[config.mk]
export PLATFORM = sky130hd
export DESIGN_NAME = relocation_table_stream_decoder
export DESIGN_NICKNAME = d
export VERILOG_FILES = /design/src/sv/rtsd_pkg.sv /design/src/sv/rtsd_parser.sv /design/src/sv/rtsd_result_fifo.sv /design/src/sv/relocation_table_stream_decoder.sv
export SDC_FILE = /design/constraint.sdc
export NUM_CORES = 2
export LEC_CHECK = 0
export ABC_CLOCK_PERIOD_IN_PS = 46700
export BUFFER_PORTS_ARGS = -buffer_cell sky130_fd_sc_hd__buf_4
export CORE_ASPECT_RATIO = 1.1
export CORE_MARGIN = 2
export CORE_UTILIZATION = 25
export DETAILED_ROUTE_END_ITERATION = 8
export GPL_TIMING_DRIVEN = 1
export MAX_ROUTING_LAYER = met4
export PLACE_DENSITY = 0.46
export SLEW_MARGIN = 20
export SYNTH_ARGS = -nofsm -noshare
export SYNTH_HDL_FRONTEND = slang
export SYNTH_HIERARCHICAL = 1
export SYNTH_SLANG_ARGS = --single-unit
[constraint.sdc]
create_clock -name clock -period 46.7 [get_ports clock]
set_input_delay 4.67 -clock clock [delete_from_list [all_inputs] [get_ports clock]]
set_output_delay 4.67 -clock clock [all_outputs]
set_load 0.01 [all_outputs]
[src/sv/rtsd_pkg.sv]
// Shared types, codes and helper functions for the relocation table stream decoder.
// Used by the parser, the result queue and the top level. No dependencies.
package rtsd_pkg;

   // Parse phases.
   localparam logic [3:0] PH_FORMAT  = 4'd0;
   localparam logic [3:0] PH_VERSION = 4'd1;
   localparam logic [3:0] PH_NAMELEN = 4'd2;
   localparam logic [3:0] PH_SKIP    = 4'd3;
   localparam logic [3:0] PH_PTRCNT  = 4'd4;
   localparam logic [3:0] PH_TYPE    = 4'd5;
   localparam logic [3:0] PH_ID      = 4'd6;
   localparam logic [3:0] PH_OFF     = 4'd7;
   localparam logic [3:0] PH_DONE    = 4'd8;

   // Result kinds.
   localparam logic [1:0] KIND_ENTRY  = 2'd0;
   localparam logic [1:0] KIND_ACCEPT = 2'd1;
   localparam logic [1:0] KIND_REJECT = 2'd2;

   // Error codes.
   localparam logic [3:0] ERR_NONE      = 4'd0;
   localparam logic [3:0] ERR_TRUNC     = 4'd1;
   localparam logic [3:0] ERR_FORMAT    = 4'd2;
   localparam logic [3:0] ERR_VERSION   = 4'd3;
   localparam logic [3:0] ERR_NAMELEN   = 4'd4;
   localparam logic [3:0] ERR_PTRSIZE   = 4'd5;
   localparam logic [3:0] ERR_COUNT     = 4'd6;
   localparam logic [3:0] ERR_ENCODING  = 4'd7;
   localparam logic [3:0] ERR_OVERFLOW  = 4'd8;
   localparam logic [3:0] ERR_OUTSIDE   = 4'd9;
   localparam logic [3:0] ERR_TRAILING  = 4'd10;
   localparam logic [3:0] ERR_MODSIZE   = 4'd11;

   // Configuration register indexes.
   localparam logic [2:0] REG_FILE_LENGTH  = 3'd0;
   localparam logic [2:0] REG_MODULE_SIZE  = 3'd1;
   localparam logic [2:0] REG_EXPECT_MAJOR = 3'd2;
   localparam logic [2:0] REG_EXPECT_MINOR = 3'd3;
   localparam logic [2:0] REG_EXPECT_PATCH = 3'd4;
   localparam logic [2:0] REG_EXPECT_BUILD = 3'd5;

   // Value encodings.
   localparam logic [2:0] ENC_FULL    = 3'd0;
   localparam logic [2:0] ENC_PLUS1   = 3'd1;
   localparam logic [2:0] ENC_ADD8    = 3'd2;
   localparam logic [2:0] ENC_SUB8    = 3'd3;
   localparam logic [2:0] ENC_ADD16   = 3'd4;
   localparam logic [2:0] ENC_SUB16   = 3'd5;
   localparam logic [2:0] ENC_ABS16   = 3'd6;
   localparam logic [2:0] ENC_ABS32   = 3'd7;

   localparam int unsigned FIFO_DEPTH = 4;

   typedef struct packed {
      logic [31:0] file_length;
      logic [63:0] module_size;
      logic [3:0][31:0] expect_word;
   } cfg_type;

   typedef struct packed {
      logic [1:0]  kind;
      logic [63:0] entry_id;
      logic [63:0] entry_offset;
      logic [3:0]  error_code;
      logic        last;
   } result_type;

   // Number of payload bytes that follow for an encoding.
   function automatic logic [4:0] enc_size(input logic [2:0] enc);
      logic [4:0] s;
      case (enc) inside
         ENC_FULL:                    s = 5'd8;
         ENC_PLUS1:                   s = 5'd0;
         ENC_ADD8, ENC_SUB8:          s = 5'd1;
         ENC_ADD16, ENC_SUB16, ENC_ABS16: s = 5'd2;
         default:                     s = 5'd4;
      endcase
      return s;
   endfunction

   // Decodes a value against its predecessor; the top bit is set when no overflow.
   function automatic logic [64:0] decode(input logic [2:0] mode, input logic [63:0] prev,
                                          input logic [63:0] raw);
      logic [64:0] s;
      logic [63:0] r;
      logic [64:0] res;
      r = raw;
      s = {1'b0, prev} + {1'b0, raw};
      case (mode) inside
         ENC_PLUS1: begin
            r = 64'd1;
            s = {1'b0, prev} + {1'b0, r};
            res = {~s[64], s[63:0]};
         end
         ENC_ADD8, ENC_ADD16: res = {~s[64], s[63:0]};
         ENC_SUB8, ENC_SUB16: res = {(r <= prev), prev - r};
         default:             res = {1'b1, r};
      endcase
      return res;
   endfunction

endpackage

[src/sv/rtsd_parser.sv]
// Byte parser: holds the parse state and decodes one byte per step.
// Depends on rtsd_pkg for phases, codes and the decode helpers.
module rtsd_parser
   import rtsd_pkg::*;
(
   input  logic       clock,
   input  logic       reset,
   input  logic       step,
   input  logic [7:0] data_byte,
   input  cfg_type    cfg,
   output logic       push0,
   output logic       push1,
   output result_type res0,
   output result_type res1
);

   logic [3:0]  phase_ff, phase_in;
   logic [31:0] pos_ff, pos_in;
   logic [3:0]  fbi_ff, fbi_in;
   logic [63:0] aw_ff, aw_in;
   logic [7:0]  et_ff, et_in;
   logic [63:0] pend_ff, pend_in;
   logic [63:0] lid_ff, lid_in;
   logic [63:0] loff_ff, loff_in;
   logic [30:0] left_ff, left_in;
   logic [30:0] skip_ff, skip_in;
   logic [4:0]  rsize_ff, rsize_in;

   logic        fail;
   logic [3:0]  fail_code;
   logic        br;
   logic [3:0]  br_phase;
   logic [4:0]  br_size;
   logic        e_valid, acc;
   logic [63:0] e_id, e_off;
   logic [31:0] pos_n, rem;
   logic [3:0]  i;
   logic [5:0]  sh;
   logic [63:0] aw_n;
   logic [7:0]  et;
   logic        do_id, do_off;
   logic [63:0] id_raw, off_raw, off_id;
   logic [64:0] id_dec, off_dec;
   logic [63:0] base, off_val;
   logic [3:0]  oenc;
   logic [31:0] word;

   // Next-state logic for one byte.
   always_comb begin
      phase_in = phase_ff; pos_in = pos_ff; fbi_in = fbi_ff; aw_in = aw_ff;
      et_in = et_ff; pend_in = pend_ff; lid_in = lid_ff; loff_in = loff_ff;
      left_in = left_ff; skip_in = skip_ff; rsize_in = rsize_ff;
      fail = 1'b0; fail_code = ERR_NONE; br = 1'b0; br_phase = PH_DONE; br_size = '0;
      e_valid = 1'b0; acc = 1'b0; e_id = '0; e_off = '0;
      do_id = 1'b0; do_off = 1'b0; id_raw = '0; off_raw = '0; off_id = pend_ff;
      id_dec = '0; off_dec = '0; base = '0; off_val = '0;
      pos_n = pos_ff + 32'd1;
      rem = (pos_n < cfg.file_length) ? cfg.file_length - pos_n : 32'd0;
      i = fbi_ff;
      sh = (phase_ff == PH_VERSION || phase_ff == PH_PTRCNT) ? {i[1:0], 3'b000}
                                                             : {i[2:0], 3'b000};
      aw_n = aw_ff | ({56'd0, data_byte} << sh);
      word = aw_n[31:0];
      et = (phase_ff == PH_TYPE) ? data_byte : et_ff;
      oenc = et[7:4];

      if (phase_ff != PH_DONE) begin
         // Checks made before the byte is consumed.
         if (phase_ff == PH_FORMAT && pos_ff == '0 && fbi_ff == '0) begin
            if (cfg.module_size == '0) begin
               fail = 1'b1; fail_code = ERR_MODSIZE;
            end else if (cfg.file_length < 32'd4) begin
               fail = 1'b1; fail_code = ERR_TRUNC;
            end
         end
         if (!fail && pos_ff >= cfg.file_length) begin
            fail = 1'b1; fail_code = ERR_TRUNC;
         end

         if (!fail) begin
            pos_in = pos_n;
            if (phase_ff == PH_SKIP) begin
               skip_in = skip_ff - 31'd1;
               if (skip_in == '0) begin
                  br = 1'b1; br_phase = PH_PTRCNT; br_size = 5'd8;
               end
            end else begin
               aw_in = aw_n;
               fbi_in = i + 4'd1;
               case (phase_ff)
                  PH_FORMAT: begin
                     if (i == 4'd3) begin
                        if (word != 32'd2) begin
                           fail = 1'b1; fail_code = ERR_FORMAT;
                        end else begin
                           pend_in = '0;
                           br = 1'b1; br_phase = PH_VERSION; br_size = 5'd16;
                        end
                     end
                  end
                  PH_VERSION: begin
                     if (i[1:0] == 2'd3) begin
                        if (word != cfg.expect_word[i[3:2]]) pend_in = 64'd1;
                        aw_in = '0;
                        if (i == 4'd15) begin
                           if (pend_in != '0) begin
                              fail = 1'b1; fail_code = ERR_VERSION;
                           end else begin
                              br = 1'b1; br_phase = PH_NAMELEN; br_size = 5'd4;
                           end
                        end
                     end
                  end
                  PH_NAMELEN: begin
                     if (i == 4'd3) begin
                        if (word[31] || rem < 32'd8 || word > rem - 32'd8) begin
                           fail = 1'b1; fail_code = ERR_NAMELEN;
                        end else if (word == '0) begin
                           br = 1'b1; br_phase = PH_PTRCNT; br_size = 5'd8;
                        end else begin
                           skip_in = word[30:0];
                           phase_in = PH_SKIP;
                        end
                     end
                  end
                  PH_PTRCNT: begin
                     if (i == 4'd3) begin
                        pend_in = {63'd0, (word == 32'd8)};
                        aw_in = '0;
                     end else if (i == 4'd7) begin
                        if (pend_ff == '0) begin
                           fail = 1'b1; fail_code = ERR_PTRSIZE;
                        end else if (word[31] || word == '0 || word > rem) begin
                           fail = 1'b1; fail_code = ERR_COUNT;
                        end else begin
                           left_in = word[30:0];
                           pend_in = '0;
                           br = 1'b1; br_phase = PH_TYPE; br_size = 5'd1;
                        end
                     end
                  end
                  PH_TYPE: begin
                     et_in = data_byte;
                     if (data_byte[3]) begin
                        fail = 1'b1; fail_code = ERR_ENCODING;
                     end else if (enc_size(data_byte[2:0]) == '0) begin
                        do_id = 1'b1;
                     end else begin
                        br = 1'b1; br_phase = PH_ID; br_size = enc_size(data_byte[2:0]);
                     end
                  end
                  PH_ID: begin
                     if ({1'b0, i} + 5'd1 >= rsize_ff) begin
                        do_id = 1'b1; id_raw = aw_n;
                     end
                  end
                  PH_OFF: begin
                     if ({1'b0, i} + 5'd1 >= rsize_ff) begin
                        do_off = 1'b1; off_raw = aw_n;
                     end
                  end
                  default: ;
               endcase
            end

            // Identifier completed.
            if (do_id) begin
               id_dec = decode(et[2:0], lid_ff, id_raw);
               if (!id_dec[64]) begin
                  fail = 1'b1; fail_code = ERR_OVERFLOW;
               end else begin
                  pend_in = id_dec[63:0];
                  if (oenc[3] && loff_ff[2:0] != 3'd0) begin
                     fail = 1'b1; fail_code = ERR_ENCODING;
                  end else if (enc_size(oenc[2:0]) == '0) begin
                     do_off = 1'b1; off_raw = '0; off_id = id_dec[63:0];
                  end else begin
                     br = 1'b1; br_phase = PH_OFF; br_size = enc_size(oenc[2:0]);
                  end
               end
            end

            // Offset completed: the entry is emitted here.
            if (do_off) begin
               base = oenc[3] ? (loff_ff >> 3) : loff_ff;
               off_dec = decode(oenc[2:0], base, off_raw);
               off_val = off_dec[63:0];
               if (!off_dec[64] || (oenc[3] && off_val[63:61] != 3'd0)) begin
                  fail = 1'b1; fail_code = ERR_OVERFLOW;
               end else begin
                  if (oenc[3]) off_val = off_val << 3;
                  if (off_val >= cfg.module_size) begin
                     fail = 1'b1; fail_code = ERR_OUTSIDE;
                  end else begin
                     e_valid = 1'b1; e_id = off_id; e_off = off_val;
                     lid_in = off_id; loff_in = off_val;
                     left_in = left_ff - 31'd1;
                     if (left_in == '0) begin
                        if (rem != '0) begin
                           fail = 1'b1; fail_code = ERR_TRAILING;
                        end else begin
                           acc = 1'b1; phase_in = PH_DONE;
                        end
                     end else begin
                        br = 1'b1; br_phase = PH_TYPE; br_size = 5'd1;
                     end
                  end
               end
            end

            // Start of the next field.
            if (br && !fail) begin
               if (rem < {27'd0, br_size}) begin
                  fail = 1'b1; fail_code = ERR_TRUNC;
               end else begin
                  phase_in = br_phase; rsize_in = br_size; fbi_in = '0; aw_in = '0;
               end
            end
         end
         if (fail) phase_in = PH_DONE;
      end
   end

   // Result slots.
   always_comb begin
      push0 = e_valid || fail || acc;
      push1 = e_valid && (fail || acc);
      res1.kind = fail ? KIND_REJECT : KIND_ACCEPT;
      res1.entry_id = '0;
      res1.entry_offset = '0;
      res1.error_code = fail ? fail_code : ERR_NONE;
      res1.last = 1'b1;
      if (e_valid) begin
         res0.kind = KIND_ENTRY;
         res0.entry_id = e_id;
         res0.entry_offset = e_off;
         res0.error_code = ERR_NONE;
         res0.last = !push1;
      end else begin
         res0 = res1;
      end
   end

   // State registers.
   always_ff @(posedge clock) begin
      if (reset) begin
         phase_ff <= PH_FORMAT; pos_ff <= '0; fbi_ff <= '0; aw_ff <= '0; et_ff <= '0;
         pend_ff <= '0; lid_ff <= '0; loff_ff <= '0; left_ff <= '0; skip_ff <= '0;
         rsize_ff <= 5'd4;
      end else if (step) begin
         phase_ff <= phase_in; pos_ff <= pos_in; fbi_ff <= fbi_in; aw_ff <= aw_in;
         et_ff <= et_in; pend_ff <= pend_in; lid_ff <= lid_in; loff_ff <= loff_in;
         left_ff <= left_in; skip_ff <= skip_in; rsize_ff <= rsize_in;
      end
   end

endmodule

[src/sv/rtsd_result_fifo.sv]
// Small result queue that takes up to two results a cycle and hands out one.
// Depends on rtsd_pkg for the result record type.
module rtsd_result_fifo
   import rtsd_pkg::*;
(
   input  logic       clock,
   input  logic       reset,
   input  logic       push0,
   input  logic       push1,
   input  result_type din0,
   input  result_type din1,
   output logic       room,
   output logic       out_valid,
   input  logic       out_ready,
   output result_type dout
);

   localparam int unsigned AW = $clog2(FIFO_DEPTH);

   result_type       mem_ff [FIFO_DEPTH];
   logic [AW-1:0]    wp_ff, wp_in, rp_ff, rp_in;
   logic [AW:0]      cnt_ff, cnt_in;
   logic             pop;
   logic [AW-1:0]    wp1;

   assign out_valid = cnt_ff != '0;
   assign dout = mem_ff[rp_ff];
   assign pop = out_valid && out_ready;
   assign room = cnt_ff <= (AW + 1)'(FIFO_DEPTH - 2);
   assign wp1 = wp_ff + 1'b1;

   // Pointer and fill count update.
   always_comb begin
      wp_in = wp_ff + AW'({1'b0, push0} + {1'b0, push1});
      rp_in = rp_ff + AW'(pop);
      cnt_in = cnt_ff + (AW + 1)'(push0) + (AW + 1)'(push1) - (AW + 1)'(pop);
   end

   always_ff @(posedge clock) begin
      if (reset) begin
         wp_ff <= '0; rp_ff <= '0; cnt_ff <= '0;
      end else begin
         wp_ff <= wp_in; rp_ff <= rp_in; cnt_ff <= cnt_in;
      end
   end

   // Result storage.
   always_ff @(posedge clock) begin
      if (push0) mem_ff[wp_ff] <= din0;
      if (push1) mem_ff[wp1] <= din1;
   end

endmodule

[src/sv/relocation_table_stream_decoder.sv]
// Top level of the relocation table stream decoder: input register, register
// file, parser and result queue. Depends on rtsd_pkg, rtsd_parser, rtsd_result_fifo.
//
// Usage: file bytes arrive in order on the req_ channel, one beat per byte.
// Each byte is taken into an input register and parsed from there once
// the result queue has room; every decoded entry, and the final accept or
// reject, appears on the rsp_ channel as a beat of its own, the last
// result of a byte marked by rsp_last. Throughput is one byte per cycle
// while the receiver keeps up; a byte that completes the last entry gives
// two results and the queue drains them one a cycle. Registers are written
// on the csr_ channel (always ready); the user must write them only while
// the block is idle, and the block has no check for this. Reset clears the
// parse state, empties the result queue and sets the file length to one
// and the other registers to zero. When the receiver stalls the four-entry
// result queue fills and req_ready falls until room for two results is
// free again. After the final result further bytes are taken and dropped.
module relocation_table_stream_decoder
   import rtsd_pkg::*;
(
   input  logic        clock,
   input  logic        reset,
   input  logic        req_valid,
   output logic        req_ready,
   input  logic [7:0]  req_data_byte,
   output logic        rsp_valid,
   input  logic        rsp_ready,
   output logic [1:0]  rsp_result_kind,
   output logic [63:0] rsp_entry_id,
   output logic [63:0] rsp_entry_offset,
   output logic [3:0]  rsp_error_code,
   output logic        rsp_last,
   input  logic        csr_valid,
   output logic        csr_ready,
   input  logic [2:0]  csr_index,
   input  logic [63:0] csr_data
);

   cfg_type    cfg_ff;
   logic       in_valid_ff;
   logic [7:0] in_byte_ff;
   logic       room, step, push0, push1;
   result_type res0, res1, dout;

   assign csr_ready = 1'b1;
   assign step = in_valid_ff && room;
   assign req_ready = !in_valid_ff || step;

   // Configuration registers.
   always_ff @(posedge clock) begin
      if (reset) begin
         cfg_ff.file_length <= 32'd1;
         cfg_ff.module_size <= '0;
         cfg_ff.expect_word <= '0;
      end else if (csr_valid) begin
         unique case (csr_index)
            REG_FILE_LENGTH:  cfg_ff.file_length <= csr_data[31:0];
            REG_MODULE_SIZE:  cfg_ff.module_size <= csr_data;
            REG_EXPECT_MAJOR: cfg_ff.expect_word[0] <= csr_data[31:0];
            REG_EXPECT_MINOR: cfg_ff.expect_word[1] <= csr_data[31:0];
            REG_EXPECT_PATCH: cfg_ff.expect_word[2] <= csr_data[31:0];
            REG_EXPECT_BUILD: cfg_ff.expect_word[3] <= csr_data[31:0];
            default: ;
         endcase
      end
   end

   // Input register.
   always_ff @(posedge clock) begin
      if (reset) begin
         in_valid_ff <= 1'b0;
      end else if (req_ready) begin
         in_valid_ff <= req_valid;
      end
   end

   always_ff @(posedge clock) begin
      if (req_ready && req_valid) in_byte_ff <= req_data_byte;
   end

   rtsd_parser u_parser (
      .clock(clock), .reset(reset), .step(step), .data_byte(in_byte_ff), .cfg(cfg_ff),
      .push0(push0), .push1(push1), .res0(res0), .res1(res1)
   );

   rtsd_result_fifo u_fifo (
      .clock(clock), .reset(reset), .push0(push0 && step), .push1(push1 && step),
      .din0(res0), .din1(res1), .room(room), .out_valid(rsp_valid),
      .out_ready(rsp_ready), .dout(dout)
   );

   assign rsp_result_kind  = dout.kind;
   assign rsp_entry_id     = dout.entry_id;
   assign rsp_entry_offset = dout.entry_offset;
   assign rsp_error_code   = dout.error_code;
   assign rsp_last         = dout.last;

endmodule

; ---- Word level (Yosys, flattened, before mapping)
; Memories as Yosys holds them, arrays and structs flattened. A register that Yosys moved wholly into a read port is not among the register bits.
; Index checks and enable logic that the tools add are counted.
[totals]
reg_bits = 611
ram_bits = 540
out_inout_bits = 138
elab_cells = 478
n_memories = 1
[classes]
addsub = 20
magnitude_cmp = 13
n_eq_ne = 40
n_shift = 1
n_mux = 302
bitwise = 10
reduce_logical = 68
[memory_table]
columns = memory, depth, width, read_ports, rd_clocked_by_memory_dff, wr, line
row1 = u_fifo.mem_ff, 4, 135, 1, 1, 2, rtsd_result_fifo.sv:20  ; result_type mem_ff [FIFO_DEPTH];
[ops]
columns = operator, n
row1 = $mux 64, 54
row2 = $mux 65, 12
row3 = $mux 31, 14
row4 = $mux 4, 73
row5 = $pmux 64 s3, 1
row6 = $mux 5, 38
row7 = $mux 135, 1
row8 = $add 64x1->65 const B, 2
row9 = $add 64x64->65, 2
row10 = $le 64x64->1, 2
row11 = $logic_not 64->1, 2
row12 = $pmux 64 s2, 1
row13 = $sub 64x64->64, 2
row14 = $mux 1, 92
row15 = $bmux 32 s2, 1
row16 = $ge 64x64->1, 1
row17 = $gt 32x32->1, 2
row18 = $logic_not 32->1, 2
row19 = $mux 32, 2
row20 = $or 64x64->64, 1
row21 = $reduce_bool 64->1, 1
row22 = $shl 8x6->64, 1
row23 = $logic_not 31->1, 2
row24 = $sub 31x1->31 const B, 2
row25 = 59 further kinds, 143

; ---- Longest topological paths before layout
[logic_depth]
depth_word = 64
mapped_depth = 59
depth_no_buf = 55

; ---- Modules after synthesis
; Netlist, hierarchy kept.
[modules_own_cells]
columns = module, n_inst, cells_each, area_each_um2, seq_area_each_um2
row1 = rtsd_parser, 1, 7730, 52048.7, 7407.1
row2 = rtsd_result_fifo, 1, 1349, 26504.2, 16355.7
row3 = relocation_table_stream_decoder, 1, 823, 9210.1, 4744.6

; ---- Worst setup path before layout
; No wires, ideal clock.
[synth_path]
kind = reg2reg
from = reg u_parser.pos_ff[8]
to = mem u_fifo/mem_ff[2][0] in the netlist's numbering, enable pin
setup_time_ps = 816
arrival_ps = 19752
path_slack_ps = 26132
path_stages_with_launch = 54
path_buffers = 4
path_cell_list = dfxtp_1 -> clkbuf_1 -> and3_1 -> and3_1 -> nand3_1 -> nor2_1 -> nand3_1 -> nor2_1 -> and3_1 -> and3_1 -> and3_1 -> and3_1 -> nand3_1 -> xor2_1 -> ha_1 -> nand2_1 -> or3_1 -> nor3_1 -> (+18 left out) -> nor3_1 -> nand4_1 -> a21boi_0 -> a311oi_1 -> a21o_1 -> o22ai_1 -> ha_1 -> o211ai_1 -> o21ai_0 -> a31o_2 -> a211o_1 -> a21oi_1 -> a211o_1 -> a21oi_1 -> inv_1 -> and3_1 -> nand2b_1 -> o21ai_0
[synth_lines]
columns = element, line
row1 = "start, declared", rtsd_parser.sv:18  ; logic [31:0] pos_ff, pos_in;
row2 = "start signal, assigned", rtsd_parser.sv:251  ; phase_ff <= phase_in; pos_ff <= pos_in; fbi_ff <= fbi_in; aw_ff <= aw_in;
row3 = "end, declared", rtsd_result_fifo.sv:20

==> results.yml <==
sta:
  worst_pin_slew_ps: 1260
  hold_viol_final: 0
  finalMaxSlewViolations: 0
  period_needed_ps: 15410
  finalWorstSetupSlack_ps: 31290
  setup-tns-final_ps: 0
  finalSetupViolCount: 0
  hold_slack_ps: 463
  period_share_pct: 33.0
  rsz0062_at_grt: "no"
  skew_ps: 96.9
  max_freq_mhz: 64.9
  relSlewSlack_pct: 15.0
synth:
  synthTopCellsByArea: "edfxtp_1, dfxtp_1, mux2_2, ha_1, mux4_2"
  avgSynthCellArea_sq_um: 8.86
  synth_area_sq_um: 87800
  synth-seq-cells: 1150
  postSynthCellCount: 9902
  synth_top_area_share_pct: 18.8
  yosysSeqAreaShare_pct: 32.5
  yosys_warnings: 6
  ys.flop_type: "dfxtp_1"
  ys_types: 109
  async_flop_share_pct: 0
  yosys.area.top_type: "edfxtp_1"
  synth_edf_count: 548
detailed_routing:
  drt_wl_total_microns: 362000
  viasPerCell: 5.28
  vias: 76700
  remaining_drc_errors: 0
  drt_iter0_drc: 7311
  wl_per_cell_microns: 24.9
  final_antenna_net_count: 0
  firstDrtPassIters: 7
placed_design:
  hpwl_microns: 272000
  dp.cells: 14200
  preCtsSetupSlack_ps: 31520
  gp_congestion: 0.989
  io_buffers: 216
global_route:
  grt_pass1_vias: 74500
  antenna_found_initial: 27
  grtUsageMet1_pct: 27.1
  grtUsageTotal_pct: 20.1
  grt_use_met3_pct: 2.41
  grt_pass1_wl_microns: 525000
  use_met2_pct: 31.5
  gr-total-overflow: 0
  gr-max-usage-layer: "met2"
  grt_max_degree: 146
run:
  cap_violations: 0
status:
  status: "finished clean"
power_and_ir_drop:
  cell_internal_pwr_mw: 2.22
  vdd_drop_max_uv: 34.6
  switching_power_mw: 1.32
  p_seq_share_pct: 31.8
  clock_power_share_pct: 33.4
  switching_share_pct: 37.3
  p_leak_nw: 38.7
  combPwrFrac_pct: 34.9
  power_density_nw_per_um2: 36.0
worst_setup_path:
  worstPathMaxFanout: 58
  cp.required_ps: 47190
  critPathLaunchType: "register"
  worst_setup_path_endpoint: "u_fifo/mem_ff[1][118]$_DFFE_PP_"
  rrSetupSlack_ps: 31290
  crit_arrival_ps: 15910
  crit_slowest_cell: "a2111oi_2"
  startpoint: "u_parser/fbi_ff[0]$_SDFFE_PP0P_"
  r2r_start: "u_parser/fbi_ff[0]$_SDFFE_PP0P_"
  rr_worst_depth: 44
  end_kind: "register"
  timing.rr.end: "u_fifo/mem_ff[1][118]$_DFFE_PP_"
  worstSetupPathType: "register to register"
  max_stage_delay_ps: 860
floorplan:
  die_x_microns: 569
  core-area_sq_um: 350000
  die_y_microns: 625
  io_pins: 218
  initial_core_util_pct: 25.1
  rows: 228
  die_area_sq_um: 356000
clocking:
  clock_latency_ps: 880
  cts_buffers: 150
  path_clk_slew_ps: 70
  cts_buffer_depth: 4
  root_buffer: "clkbuf_16"
  htree_levels: 4
  cts_tree: "yes"
  cts_hold_buf: 0
  cts-resized-gates: 0
  clock_sinks: 1150
  cts_setup_buffers: 0
cells_and_area:
  final_nets: 10400
  fin_cells: 14500
  area_growth_pct: 12.1
  drive_gt1_share_pct: 15.1
hold_path:
  hp-class: "register to register"
## Yosys cell counts, drive strengths merged, types with 212 or more instances
master,count
nand2,705
nor2,1019
xnor2,244
dfxtp,602
buf,341
nand2b,347
ha,469
edfxtp,548
nor3,212
o21ai,490
clkbuf,419
a21oi,718
inv,494
mux2i,345
mux2,564
## metal layers
layer	wire, microns	vias to the layer above
li1	-	35600
met1	165000	38100
met2	165000	2544
met3	21000	467
met4	11600	0
met5	0	-
## registers in the layout (all words and copies together), names as in the netlist, 3 cells and up
name / count
u_parser/loff_ff: 64
cfg_ff: 224
u_parser/left_ff: 31
u_parser/pos_ff: 32
u_parser/lid_ff: 64
u_parser/et_ff: 7
in_byte_ff: 8
u_parser/aw_ff: 64
u_parser/rsize_ff: 5
u_parser/skip_ff: 31
u_fifo/mem_ff: 540
u_parser/fbi_ff: 4
u_parser/phase_ff: 4
u_parser/pend_ff: 64
u_fifo/cnt_ff: 3
## power groups by stage
stage,Combinational (mW),Clock (mW),Sequential [mW]
after CTS,1.24,1.21,1.13
final,1.24,1.18,1.13
after floorplan,0.733,0,1.14
after global routing,1.33,1.25,1.13
after global placement,1.23,0,1.14
after detailed placement,1.23,0,1.15
## metrics by stage
step | instance area [sq um] | total power, mW | util [%]
after floorplan | 88200 | 1.87 | -
after global placement | 93500 | 2.38 | 26.7
after detailed placement | 93500 | 2.38 | 26.7
after CTS | 98400 | 3.57 | 28.1
after global routing | 98400 | 3.71 | 28.1
final | 98400 | 3.54 | 28.1
## logic make-up (layout without fill, tap and decap cells)
group | after synthesis | in the layout | synth area share (%)
fa+ha+maj | 477 | 477 | 6.87
mux | 1076 | 1076 | 15.6
xor+xnor | 366 | 366 | 3.65
flops | 1150 | 1150 | 32.5
compound gates | 2299 | 2299 | 16.7
buf+inv | 1258 | 1144 | 6.41
other cells | 3 | 143 | 0.0128
simple gates | 3273 | 3273 | 18.3
## cell type report
| cell class | count | area [sq um] |
|---|---|---|
| Antenna cell | 13 | 32.5 |
| Clock buffer | 200 | 4120 |
| Clock inverter | 68 | 782 |
| Fill cell | 37100 | 252000 |
| Inverter | 498 | 1870 |
| Multi-Input combinational cell | 7621 | 54500 |
| Sequential cell | 1150 | 28500 |
| Tap cell | 4600 | 5760 |
| Timing Repair Buffer | 378 | 2900 |
## worst min path at each step
| stage | start | to | slack [ps] | depth (start not counted) |
|---|---|---|---|---|
| 5_1_grt | u_parser/aw_ff[39]$_SDFFE_PP0P_ | u_parser/aw_ff[39]$_SDFFE_PP0P_ | 480 | 2 |
| 4_1_cts | u_parser/aw_ff[37]$_SDFFE_PP0P_ | u_parser/aw_ff[37]$_SDFFE_PP0P_ | 460 | 2 |
| 2_1_floorplan | u_parser/aw_ff[33]$_SDFFE_PP0P_ | u_parser/aw_ff[33]$_SDFFE_PP0P_ | 440 | 2 |
| 6_report | u_parser/aw_ff[37]$_SDFFE_PP0P_ | u_parser/aw_ff[37]$_SDFFE_PP0P_ | 460 | 2 |
| 3_5_place_dp | u_parser/aw_ff[41]$_SDFFE_PP0P_ | u_parser/aw_ff[41]$_SDFFE_PP0P_ | 450 | 2 |
| 3_3_place_gp | u_parser/aw_ff[58]$_SDFFE_PP0P_ | u_parser/aw_ff[58]$_SDFFE_PP0P_ | 450 | 2 |
## worst max-delay path: cells and delay by family (launching register included)
family          cells  cell delay [ps]
simple gates       10             2930
buf+inv             5             2150
fa+ha+maj           4             1410
compound gates     23             7360
mux                 1              240
flops               1              650
xor+xnor            1              160
## placed cells by master (no fill, tap or decap), types with 73 or more instances in the layout
cell type  count
mux2i_1      340
o21bai_1      73
nand2_1      701
nand3_1      201
a211oi_1     153
nand2b_1     347
and2_1       112
nor3_1       206
o21ai_0      473
mux2_2       521
buf_4        373
a31oi_1       88
clkbuf_16    154
conb_1       130
a21o_1       126
dfxtp_1      598
xnor2_1      244
edfxtp_1     548
nor4_1       132
xor2_1       122
ha_1         469
a22oi_1       79
and3_1        90
nand4_1      142
a21oi_1      716
inv_1        493
o211ai_1      90
nor2_1       990
mux4_2       167
Power figures use the tool's default switching activity.
